**src/hw/rtl/mph_pkg.sv**
```systemverilog
`default_nettype none
// ----------------------------------------------------------------------------
// mph_pkg
// Shared types and constants for the modular polynomial string hash block.
// ----------------------------------------------------------------------------
package mph_pkg;

    localparam int DATA_W    = 32;
    localparam int CHAR_W    = 8;
    localparam int CFG_IDX_W = 2;
    localparam int DIV_CNT_W = $clog2(DATA_W);

    // configuration register indexes
    localparam logic [CFG_IDX_W-1:0] REG_HASH_MODE  = 2'd0;
    localparam logic [CFG_IDX_W-1:0] REG_TABLE_SIZE = 2'd1;
    localparam logic [CFG_IDX_W-1:0] REG_MULTIPLIER = 2'd2;

    localparam logic              MODE_ZERO         = 1'b0;
    localparam logic              MODE_POLY         = 1'b1;
    localparam logic              RESET_HASH_MODE   = MODE_POLY;
    localparam logic [DATA_W-1:0] RESET_TABLE_SIZE  = 32'd1;
    localparam logic [DATA_W-1:0] RESET_MULTIPLIER  = 32'd1;

    // controller to datapath
    typedef struct packed {
        logic load_item;
        logic mul;
        logic add;
        logic div_start;
        logic hash_from_sum;
        logic hash_from_rem;
        logic load_out;
    } mph_cmd_t;

    // datapath to controller
    typedef struct packed {
        logic has_byte;
        logic is_last;
        logic mode;
        logic tsize_zero;
        logic div_done;
        logic out_full;
    } mph_sts_t;

endpackage

`default_nettype wire

```
**src/hw/rtl/mph_char_if.sv**
```systemverilog
`default_nettype none
// ----------------------------------------------------------------------------
// mph_char_if
// Character item channel: one key character per item.
// ----------------------------------------------------------------------------
interface mph_char_if;
    import mph_pkg::*;

    logic              valid;
    logic              ready;
    logic [CHAR_W-1:0] char_byte;
    logic              has_byte;
    logic              is_last;

    modport source (output valid, output char_byte, output has_byte, output is_last,
                    input ready);
    modport sink   (input valid, input char_byte, input has_byte, input is_last,
                    output ready);
endinterface

`default_nettype wire

```
**src/hw/rtl/mph_hash_if.sv**
```systemverilog
`default_nettype none
// ----------------------------------------------------------------------------
// mph_hash_if
// Result item channel: finished slot index of one string.
// ----------------------------------------------------------------------------
interface mph_hash_if;
    import mph_pkg::*;

    logic              valid;
    logic              ready;
    logic [DATA_W-1:0] hash_value;

    modport source (output valid, output hash_value, input ready);
    modport sink   (input valid, input hash_value, output ready);
endinterface

`default_nettype wire

```
**src/hw/rtl/mph_cfg_if.sv**
```systemverilog
`default_nettype none
// ----------------------------------------------------------------------------
// mph_cfg_if
// Configuration write channel: register index and write data.
// ----------------------------------------------------------------------------
interface mph_cfg_if;
    import mph_pkg::*;

    logic                 valid;
    logic                 ready;
    logic [CFG_IDX_W-1:0] addr;
    logic [DATA_W-1:0]    wdata;

    modport source (output valid, output addr, output wdata, input ready);
    modport sink   (input valid, input addr, input wdata, output ready);
endinterface

`default_nettype wire

```
**src/hw/rtl/mph_div.sv**
```systemverilog
`default_nettype none
// ----------------------------------------------------------------------------
// mph_div
// Restoring radix-2 divider, one quotient bit per cycle, remainder only.
// ----------------------------------------------------------------------------
module mph_div (
    input  wire logic                      clk,
    input  wire logic                      rst_n,
    input  wire logic                      start,
    input  wire logic [mph_pkg::DATA_W-1:0] dividend,
    input  wire logic [mph_pkg::DATA_W-1:0] divisor,
    output logic                           done,
    output logic [mph_pkg::DATA_W-1:0]     remainder
);
    import mph_pkg::*;

    logic                 busy_reg,  busy_next;
    logic                 done_reg,  done_next;
    logic [DIV_CNT_W-1:0] cnt_reg,   cnt_next;
    logic [DATA_W-1:0]    dvd_reg,   dvd_next;
    logic [DATA_W-1:0]    dsr_reg,   dsr_next;
    logic [DATA_W-1:0]    rem_reg,   rem_next;
    logic [DATA_W:0]      trial;

    // shift in the next dividend bit and subtract when it fits
    assign trial = {rem_reg, dvd_reg[DATA_W-1]};

    always_comb
    begin
        busy_next = busy_reg;
        done_next = 1'b0;
        cnt_next  = cnt_reg;
        dvd_next  = dvd_reg;
        dsr_next  = dsr_reg;
        rem_next  = rem_reg;
        if (start)
        begin
            busy_next = 1'b1;
            cnt_next  = DIV_CNT_W'(DATA_W - 1);
            dvd_next  = dividend;
            dsr_next  = divisor;
            rem_next  = '0;
        end
        else if (busy_reg)
        begin
            dvd_next = {dvd_reg[DATA_W-2:0], 1'b0};
            if (trial >= {1'b0, dsr_reg})
            begin
                rem_next = DATA_W'(trial - {1'b0, dsr_reg});
            end
            else
            begin
                rem_next = trial[DATA_W-1:0];
            end
            cnt_next = cnt_reg - 1'b1;
            if (cnt_reg == '0)
            begin
                busy_next = 1'b0;
                done_next = 1'b1;
            end
        end
    end

    always_ff @(posedge clk or negedge rst_n)
    begin
        if (!rst_n)
        begin
            busy_reg <= 1'b0;
            done_reg <= 1'b0;
            cnt_reg  <= '0;
        end
        else
        begin
            busy_reg <= busy_next;
            done_reg <= done_next;
            cnt_reg  <= cnt_next;
        end
    end

    always_ff @(posedge clk)
    begin
        dvd_reg <= dvd_next;
        dsr_reg <= dsr_next;
        rem_reg <= rem_next;
    end

    assign done      = done_reg;
    assign remainder = rem_reg;

    a_no_restart: assert property (@(posedge clk) disable iff (!rst_n)
        start |-> !busy_reg)
        else $error("divider started while busy");

    a_done_after_busy: assert property (@(posedge clk) disable iff (!rst_n)
        $rose(done_reg) |-> $past(busy_reg) && !busy_reg)
        else $error("divider done without a finished run");

    a_rem_below_divisor: assert property (@(posedge clk) disable iff (!rst_n)
        done_reg |-> (rem_reg < dsr_reg))
        else $error("remainder not below divisor");

endmodule

`default_nettype wire

```
**src/hw/rtl/mph_dp.sv**
```systemverilog
`default_nettype none
// ----------------------------------------------------------------------------
// mph_dp
// Datapath: configuration registers, item registers, multiply, add, divider
// and the result register.
// ----------------------------------------------------------------------------
module mph_dp (
    input  wire logic                         clk,
    input  wire logic                         rst_n,
    input  wire mph_pkg::mph_cmd_t            cmd,
    output mph_pkg::mph_sts_t                 sts,
    input  wire logic [mph_pkg::CHAR_W-1:0]   char_byte,
    input  wire logic                         has_byte,
    input  wire logic                         is_last,
    input  wire logic                         cfg_we,
    input  wire logic [mph_pkg::CFG_IDX_W-1:0] cfg_addr,
    input  wire logic [mph_pkg::DATA_W-1:0]   cfg_wdata,
    output logic                              out_valid,
    input  wire logic                         out_ready,
    output logic [mph_pkg::DATA_W-1:0]        out_hash
);
    import mph_pkg::*;

    logic              mode_reg;
    logic [DATA_W-1:0] tsize_reg;
    logic [DATA_W-1:0] mult_reg;

    logic [CHAR_W-1:0] byte_reg;
    logic              has_reg;
    logic              last_reg;
    logic              item_mode_reg;

    logic [DATA_W-1:0] prod_reg;
    logic [DATA_W-1:0] sum_reg;
    logic [DATA_W-1:0] hash_reg, hash_next;
    logic              out_valid_reg;
    logic [DATA_W-1:0] out_hash_reg;

    logic [DATA_W-1:0]   div_rem;
    logic                div_done;
    logic [2*DATA_W-1:0] prod_full;

    assign prod_full = hash_reg * mult_reg;

    mph_div u_div (
        .clk       (clk),
        .rst_n     (rst_n),
        .start     (cmd.div_start),
        .dividend  (sum_reg),
        .divisor   (tsize_reg),
        .done      (div_done),
        .remainder (div_rem)
    );

    // register writes
    always_ff @(posedge clk or negedge rst_n)
    begin
        if (!rst_n)
        begin
            mode_reg  <= RESET_HASH_MODE;
            tsize_reg <= RESET_TABLE_SIZE;
            mult_reg  <= RESET_MULTIPLIER;
        end
        else if (cfg_we)
        begin
            unique case (cfg_addr)
                REG_HASH_MODE:  mode_reg  <= cfg_wdata[0];
                REG_TABLE_SIZE: tsize_reg <= cfg_wdata;
                REG_MULTIPLIER: mult_reg  <= cfg_wdata;
                default:        ;
            endcase
        end
    end

    always_comb
    begin
        hash_next = hash_reg;
        if (cmd.hash_from_sum)
        begin
            hash_next = sum_reg;
        end
        else if (cmd.hash_from_rem)
        begin
            hash_next = div_rem;
        end
        else if (cmd.load_out)
        begin
            hash_next = '0;
        end
    end

    always_ff @(posedge clk or negedge rst_n)
    begin
        if (!rst_n)
        begin
            has_reg       <= 1'b0;
            last_reg      <= 1'b0;
            item_mode_reg <= MODE_POLY;
            hash_reg      <= '0;
            out_valid_reg <= 1'b0;
        end
        else
        begin
            if (cmd.load_item)
            begin
                has_reg       <= has_byte;
                last_reg      <= is_last;
                item_mode_reg <= mode_reg;
            end
            hash_reg <= hash_next;
            if (cmd.load_out)
            begin
                out_valid_reg <= 1'b1;
            end
            else if (out_ready)
            begin
                out_valid_reg <= 1'b0;
            end
        end
    end

    always_ff @(posedge clk)
    begin
        if (cmd.load_item)
        begin
            byte_reg <= char_byte;
        end
        if (cmd.mul)
        begin
            prod_reg <= prod_full[DATA_W-1:0];
        end
        // sign-extended character, wraps at the word width
        if (cmd.add)
        begin
            sum_reg <= prod_reg + {{(DATA_W-CHAR_W){byte_reg[CHAR_W-1]}}, byte_reg};
        end
        if (cmd.load_out)
        begin
            out_hash_reg <= (item_mode_reg == MODE_POLY) ? hash_reg : '0;
        end
    end

    always_comb
    begin
        sts.has_byte   = has_reg;
        sts.is_last    = last_reg;
        sts.mode       = item_mode_reg;
        sts.tsize_zero = (tsize_reg == '0);
        sts.div_done   = div_done;
        sts.out_full   = out_valid_reg;
    end

    assign out_valid = out_valid_reg;
    assign out_hash  = out_hash_reg;

    a_no_overwrite: assert property (@(posedge clk) disable iff (!rst_n)
        cmd.load_out |-> !out_valid_reg)
        else $error("result register overwritten");

    a_hash_reduced: assert property (@(posedge clk) disable iff (!rst_n)
        cmd.hash_from_rem |=> (hash_reg < $past(tsize_reg)))
        else $error("running hash not reduced");

    a_mode_zero_result: assert property (@(posedge clk) disable iff (!rst_n)
        cmd.load_out && (item_mode_reg == MODE_ZERO) |=> (out_hash_reg == '0))
        else $error("nonzero hash in mode zero");

    a_hash_cleared: assert property (@(posedge clk) disable iff (!rst_n)
        cmd.load_out |=> (hash_reg == '0))
        else $error("running hash not cleared after a string");

endmodule

`default_nettype wire

```
**src/hw/rtl/mph_ctrl.sv**
```systemverilog
`default_nettype none
// ----------------------------------------------------------------------------
// mph_ctrl
// Controller: sequences item load, multiply, add, reduction and result.
// ----------------------------------------------------------------------------
module mph_ctrl (
    input  wire logic               clk,
    input  wire logic               rst_n,
    input  wire logic               in_valid,
    output logic                    in_ready,
    output mph_pkg::mph_cmd_t       cmd,
    input  wire mph_pkg::mph_sts_t  sts
);
    import mph_pkg::*;

    typedef enum logic [2:0] {
        ST_IDLE,
        ST_CHECK,
        ST_MUL,
        ST_ADD,
        ST_REDUCE,
        ST_DIV,
        ST_EMIT
    } state_t;

    state_t state_reg, state_next;

    always_comb
    begin
        cmd        = '0;
        state_next = state_reg;
        in_ready   = 1'b0;
        unique case (state_reg)
            ST_IDLE:
            begin
                in_ready      = 1'b1;
                cmd.load_item = in_valid;
                if (in_valid)
                begin
                    state_next = ST_CHECK;
                end
            end
            ST_CHECK:
            begin
                if (sts.has_byte && (sts.mode == MODE_POLY))
                begin
                    state_next = ST_MUL;
                end
                else if (sts.is_last)
                begin
                    state_next = ST_EMIT;
                end
                else
                begin
                    state_next = ST_IDLE;
                end
            end
            ST_MUL:
            begin
                cmd.mul    = 1'b1;
                state_next = ST_ADD;
            end
            ST_ADD:
            begin
                cmd.add    = 1'b1;
                state_next = ST_REDUCE;
            end
            ST_REDUCE:
            begin
                // zero table size keeps the wrapped sum
                if (sts.tsize_zero)
                begin
                    cmd.hash_from_sum = 1'b1;
                    state_next        = sts.is_last ? ST_EMIT : ST_IDLE;
                end
                else
                begin
                    cmd.div_start = 1'b1;
                    state_next    = ST_DIV;
                end
            end
            ST_DIV:
            begin
                if (sts.div_done)
                begin
                    cmd.hash_from_rem = 1'b1;
                    state_next        = sts.is_last ? ST_EMIT : ST_IDLE;
                end
            end
            ST_EMIT:
            begin
                if (!sts.out_full)
                begin
                    cmd.load_out = 1'b1;
                    state_next   = ST_IDLE;
                end
            end
            default:
            begin
                state_next = ST_IDLE;
            end
        endcase
    end

    always_ff @(posedge clk or negedge rst_n)
    begin
        if (!rst_n)
        begin
            state_reg <= ST_IDLE;
        end
        else
        begin
            state_reg <= state_next;
        end
    end

    a_div_done_in_div: assert property (@(posedge clk) disable iff (!rst_n)
        sts.div_done |-> (state_reg == ST_DIV))
        else $error("divider finished outside the divide state");

    a_start_then_div: assert property (@(posedge clk) disable iff (!rst_n)
        cmd.div_start |=> (state_reg == ST_DIV) && !sts.div_done)
        else $error("divide sequence broken");

    a_emit_only_last: assert property (@(posedge clk) disable iff (!rst_n)
        cmd.load_out |-> sts.is_last)
        else $error("result for an item that does not end a string");

endmodule

`default_nettype wire

```
**src/hw/rtl/modular_polynomial_string_hash.sv**
```systemverilog
`default_nettype none
// ----------------------------------------------------------------------------
// modular_polynomial_string_hash
// Polynomial rolling hash of a key string into a table slot, one character
// per item, reduced modulo a nonzero table size after every character in mode 1.
// ----------------------------------------------------------------------------
//  channel   dir   payload                           transfer
//  chars     in    char_byte[7:0] has_byte is_last   valid && ready
//  hashes    out   hash_value[31:0]                  valid && ready
//  cfg       in    addr[1:0] wdata[31:0]             valid && ready (always ready)
//
//  one item at a time: a character in mode 1 waits for the 32-step
//  bit-serial divider before the next accept; a zero table size skips the
//  divider, and other items skip the multiply, add and divider.
//  an item that ends a string then loads the result register in the emit state.
//  no clearing pass after reset; the result register lets the next item in
//  while a result waits, a stalled result holds only the next string end.
// ----------------------------------------------------------------------------
module modular_polynomial_string_hash (
    input  wire logic  clk,
    input  wire logic  rst_n,
    mph_char_if.sink   chars,
    mph_hash_if.source hashes,
    mph_cfg_if.sink    cfg
);
    import mph_pkg::*;

    mph_cmd_t cmd;
    mph_sts_t sts;
    logic     in_ready;

    mph_ctrl u_ctrl (
        .clk      (clk),
        .rst_n    (rst_n),
        .in_valid (chars.valid),
        .in_ready (in_ready),
        .cmd      (cmd),
        .sts      (sts)
    );

    mph_dp u_dp (
        .clk       (clk),
        .rst_n     (rst_n),
        .cmd       (cmd),
        .sts       (sts),
        .char_byte (chars.char_byte),
        .has_byte  (chars.has_byte),
        .is_last   (chars.is_last),
        .cfg_we    (cfg.valid),
        .cfg_addr  (cfg.addr),
        .cfg_wdata (cfg.wdata),
        .out_valid (hashes.valid),
        .out_ready (hashes.ready),
        .out_hash  (hashes.hash_value)
    );

    assign chars.ready = in_ready;
    assign cfg.ready   = 1'b1;

endmodule

`default_nettype wire
```
**src/flat_wrapper.sv**
```systemverilog
// flat-port wrapper written by rule: the top's interface ports become plain ports
module modular_polynomial_string_hash_flat import mph_pkg::*;
  (clk, rst_n, chars_valid, chars_char_byte, chars_has_byte, chars_is_last, chars_ready, hashes_valid, hashes_hash_value, hashes_ready, cfg_valid, cfg_addr, cfg_wdata, cfg_ready);
  mph_char_if chars_i ();
  mph_hash_if hashes_i ();
  mph_cfg_if cfg_i ();
  input  wire logic clk;
  input  wire logic rst_n;
  input wire logic [$bits(chars_i.valid)-1:0] chars_valid;
  input wire logic [$bits(chars_i.char_byte)-1:0] chars_char_byte;
  input wire logic [$bits(chars_i.has_byte)-1:0] chars_has_byte;
  input wire logic [$bits(chars_i.is_last)-1:0] chars_is_last;
  output wire logic [$bits(chars_i.ready)-1:0] chars_ready;
  output wire logic [$bits(hashes_i.valid)-1:0] hashes_valid;
  output wire logic [$bits(hashes_i.hash_value)-1:0] hashes_hash_value;
  input wire logic [$bits(hashes_i.ready)-1:0] hashes_ready;
  input wire logic [$bits(cfg_i.valid)-1:0] cfg_valid;
  input wire logic [$bits(cfg_i.addr)-1:0] cfg_addr;
  input wire logic [$bits(cfg_i.wdata)-1:0] cfg_wdata;
  output wire logic [$bits(cfg_i.ready)-1:0] cfg_ready;
  assign chars_i.valid = chars_valid;
  assign chars_i.char_byte = chars_char_byte;
  assign chars_i.has_byte = chars_has_byte;
  assign chars_i.is_last = chars_is_last;
  assign chars_ready = chars_i.ready;
  assign hashes_valid = hashes_i.valid;
  assign hashes_hash_value = hashes_i.hash_value;
  assign hashes_i.ready = hashes_ready;
  assign cfg_i.valid = cfg_valid;
  assign cfg_i.addr = cfg_addr;
  assign cfg_i.wdata = cfg_wdata;
  assign cfg_ready = cfg_i.ready;
  modular_polynomial_string_hash u_core (.clk(clk), .rst_n(rst_n), .chars(chars_i), .hashes(hashes_i), .cfg(cfg_i));
endmodule
```
**config.mk**
```make
export PLATFORM = sky130hd
export DESIGN_NAME = modular_polynomial_string_hash_flat
export DESIGN_NICKNAME = d
export VERILOG_FILES = /design/src/hw/rtl/mph_pkg.sv /design/src/hw/rtl/mph_char_if.sv /design/src/hw/rtl/mph_hash_if.sv /design/src/hw/rtl/mph_cfg_if.sv /design/src/hw/rtl/mph_div.sv /design/src/hw/rtl/mph_dp.sv /design/src/hw/rtl/mph_ctrl.sv /design/src/hw/rtl/modular_polynomial_string_hash.sv /design/src/flat_wrapper.sv
export SDC_FILE = /design/constraint.sdc
export NUM_CORES = 2
export LEC_CHECK = 0
export CELL_PAD_IN_SITES_DETAIL_PLACEMENT = 0
export CELL_PAD_IN_SITES_GLOBAL_PLACEMENT = 1
export CORE_MARGIN = 1
export CORE_UTILIZATION = 48
export DETAILED_ROUTE_END_ITERATION = 10
export DONT_BUFFER_PORTS = 1
export GPL_TIMING_DRIVEN = 0
export PLACE_DENSITY = 0.78
export SYNTH_ARGS = -nofsm -noshare
export SYNTH_HDL_FRONTEND = slang
export SYNTH_HIERARCHICAL = 1
export SYNTH_SLANG_ARGS = --single-unit
```
**constraint.sdc**
```tcl
create_clock -name clk -period 6.8 [get_ports clk]
set_input_delay 0.34 -clock clk [delete_from_list [all_inputs] [get_ports clk]]
set_output_delay 0.34 -clock clk [all_outputs]
set_load 0.005 [all_outputs]
```
==> flow_summary.yaml <==
run_status:
  status: "finished, violations left"
  violations: "negative setup slack"
floorplan:
  rows: 92
  dieArea_um2: 65570
  die_w_um: 256.1
  core_area_um2: 63430
  io_pins: 84
  die_h_um: 256.1
  initial_core_util_pct: 48.85
job:
  drv_cap: 0
power:
  p_clk_share_pct: 20.4
  p_per_area_nw_per_um2: 262.3
  internal_power_mw: 5.558
  total_leakage_power_nw: 15.85
  peakVddDrop_v: 0.0001558
  p_sw_mw: 3.811
  p_seq_share_pct: 33.8
  combPwrFrac_pct: 45.8
  p_sw_share_pct: 40.67
sta:
  fin_setup_tns_ns: -3.426
  tightest_slew_ns: 1.113
  fin_worst_skew_ns: 0.02694
  maxSlewHeadroom_pct: 25.81
  fin_ws_ns: -0.5855
  maxSlewViolCount: 0
  fin_crit_ns: 7.385
  finalSetupViolations: 10
  min_period_over_period_pct: 108.6
  fmax_mhz: 135.4
  finalHoldViolCount: 0
  grt_setup_unrepaired: "yes"
logic_synthesis:
  synth.most_common_cell: "inv_1"
  ys_seq_area_share_pct: 27.33
  synth_top_area_cell: "fa_1"
  yosysTopAreaCellShare_pct: 26.49
  ys_types: 81
  syn_area_per_cell_um2: 10.15
  synth_seq_cells: 311
  synth_area_leaders: "fa_1 (26%), edfxtp_1 (16%), dfrtp_1 (8.6%), ha_1 (7.6%), and2_1 (6.2%)"
  synth_fp_nets: 3700
  synth_commonest_cells: "inv_1 (449), fa_1 (410), nand2_1 (336)"
  ys_warn_count: 6
  ys.flop_type: "edfxtp_1"
  synth_edf_count: 168
  synthArstFlopShare_pct: 35.69
  syn-cell-area_um2: 30980
  netlist_instances: 3053
detailed_routing:
  drt_wl_total_um: 104100
  viasPerCell: 5.625
  drt-initial-drc-count: 2221
  drt-wirelength-per-cell_um: 25.36
  firstDrtPassIters: 5
  post-route-drc-count: 0
  vias: 23090
  ant_nets: 0
clocking:
  clk_latency_ns: 0.56
  htree_levels: 2
  cts-root-buf: "clkbuf_16"
  cts_buffers: 35
  clockBufferDepth: 3
  clkTransAtPathRegs_ns: 0.06
  cts_sinks: 311
  cts_tree: "built"
global_routing:
  antenna_found_initial: 9
  grt_max_degree: 112
  first_global_vias: 23520
  track_usage_pct: 31.98
  grt_pass1_wl_um: 153500
  globalRoute.totalOverflow: 0
place:
  postPlaceCellArea_um2: 32250
  dpl.hpwl_um: 79930
  gp_congestion: 0.9539
  port_buffers: 0
critical_path:
  critical_path.max_stage_delay_ns: 0.64
  crit_path_max_fanout: 5
  critical_path_arrival_ns: 7.73
  crit_path_start_kind: "register"
  setup.worst_path.class: "reg2reg"
  cp.required_ns: 7.15
  r2r-start: "u_core/u_dp/hash_reg[9]"
  r2r-end: "u_core/u_dp/prod_reg[30]"
  crit_chain: "clkbuf_16 -> buf_4 -> nand2_1 -> fa_1 -> inv_1 -> fa_1 -> fa_1 -> inv_2 -> fa_1 -> inv_1 -> fa_1 -> fa_1 -> fa_2 -> fa_2 -> ha_4 -> and3_4 -> a311o_1 -> o311a_1 -> o21a_2 -> o21a_4 -> o311ai_4"
  cpMostUsedCell: "fa_1"
  crit_path_top_delay_cell: "fa_2"
  r2r_setup_slack_ns: -0.59
  reg2reg_depth: 21
  end_kind: "register"
worst_hold_path:
  min-delay-start: "cfg_addr[1]"
  hold_path_class: "in2reg"
  whs_endpoint: "u_core/u_dp/mode_reg"
  whs_path_depth: 2
cells_and_area:
  drive_gt1_share_pct: 16.24
  area_growth_pct: 15.29
  finalNetCount: 3871
  final_area_um2: 35720
power by group through the flow:
stage | registers [mW] | logic, mW | clock network [mW]
3_3_place_gp | 3.19 | 3.95 | 0
2_1_floorplan | 2.93 | 3.04 | 0
5_1_grt | 3.21 | 4.67 | 2.01
6_report | 3.17 | 4.29 | 1.91
4_1_cts | 3.15 | 4.21 | 1.94
3_5_place_dp | 3.18 | 4.04 | 0
per-layer routing:
layer	vias up	GRT usage, %	wire length, um
li1	10120	-	-
met1	11780	43.03	42470
met2	971	50.57	47860
met3	212	6.585	9136
met4	6	12.77	4597
met5	-	0	41
how the worst max path moves through the flow:
stage / startpoint / end / slack (ns) / cells after the start
after CTS: u_core/u_dp/mult_reg[5] / u_core/u_dp/prod_reg[30] / -0.70 / 25
after floorplan: u_core/u_dp/mult_reg[3] / u_core/u_dp/prod_reg[30] / 0.02 / 25
after global routing: u_core/u_dp/mult_reg[2] / u_core/u_dp/prod_reg[30] / -0.72 / 20
after global placement: u_core/u_dp/hash_reg[6] / u_core/u_dp/prod_reg[30] / -1.88 / 25
final: u_core/u_dp/hash_reg[9] / u_core/u_dp/prod_reg[30] / -0.59 / 21
after detailed placement: u_core/u_dp/hash_reg[5] / u_core/u_dp/prod_reg[30] / -1.89 / 25
through the flow:
| stage | std cells | worst slack (ns) | utilization [%] | hold slack, ns | power (mW) |
|---|---|---|---|---|---|
| floorplan | 3053 | 0.02085 | - | 0.04441 | 5.973 |
| global placement | 3899 | -1.879 | 50.68 | 0.04636 | 7.140 |
| detailed placement | 3910 | -1.890 | 50.85 | 0.04720 | 7.219 |
| CTS | 4067 | -0.7004 | 55.38 | 0.05157 | 9.295 |
| global route | 4097 | -0.7160 | 56.29 | 0.05388 | 9.891 |
| finish | 4105 | -0.5855 | 56.32 | 0.06771 | 9.369 |
layout by cell type, fill, tap and decap left out, types with 20 or more instances in the layout:
master | synthesis | layout
inv_1 | 449 | 434
fa_1 | 410 | 387
nand2_1 | 336 | 333
and2_1 | 307 | 300
ha_1 | 188 | 170
edfxtp_1 | 168 | 168
a21oi_1 | 119 | 109
xnor2_1 | 104 | 101
mux2_2 | 101 | 101
nor2_1 | 104 | 98
buf_4 | 7 | 95
dfrtp_1 | 107 | 76
o21ai_0 | 75 | 69
clkbuf_1 | 134 | 58
clkbuf_16 | 0 | 47
dlygate4sd3_1 | 0 | 45
a21o_1 | 42 | 42
xor2_1 | 41 | 40
nor3b_1 | 39 | 38
dfxtp_1 | 32 | 32
buf_6 | 5 | 23
fa_2 | 0 | 23
dfrtp_2 | 0 | 23
nand2b_1 | 22 | 22
a21oi_2 | 11 | 20
cell families after synthesis:
| group | count (synthesis) | share of synthesized area [%] |
|---|---|---|
| compound gates | 367 | 7.887 |
| xor+xnor | 145 | 4.099 |
| fa+ha+maj | 598 | 34.08 |
| buf+inv | 612 | 7.656 |
| flops | 311 | 27.33 |
| mux | 112 | 4.026 |
| other cells | 1 | 0.01210 |
| simple gates | 907 | 14.91 |
area by class of cell:
cell class | instances | area (um^2)
fill | 5501 | 27700
multi-input combinational | 2130 | 20660
antenna | 8 | 20.02
inverter | 450 | 1689
buffer | 153 | 1286
tap | 846 | 1059
clock inverter | 19 | 202.7
sequential | 311 | 8527
clock buffer | 45 | 953.4
timing repair buffer | 143 | 1321
what timing repair did:
| item | CTS | global route |
|---|---|---|
| setup endpoints to repair | 22 | 14 |
| cloned | 0 | 2 |
| pin swaps | 68 | 70 |
| hold endpoints to repair | 188 | 0 |
| hold buffers | 46 | 0 |
| setup buffers | 54 | 35 |
| resized for setup | 241 | 123 |
critical path: cells and delay by family (launching register included):
family,cells,cell delay (ns)
adder cells (fa/ha/maj),9,4.40
AND/OR/NAND/NOR,2,0.25
flip-flops,1,0.51
buffers and inverters,5,0.51
AO/OA/AOI/OAI,5,1.48
Note: power is estimated with default switching activity, not from simulation.
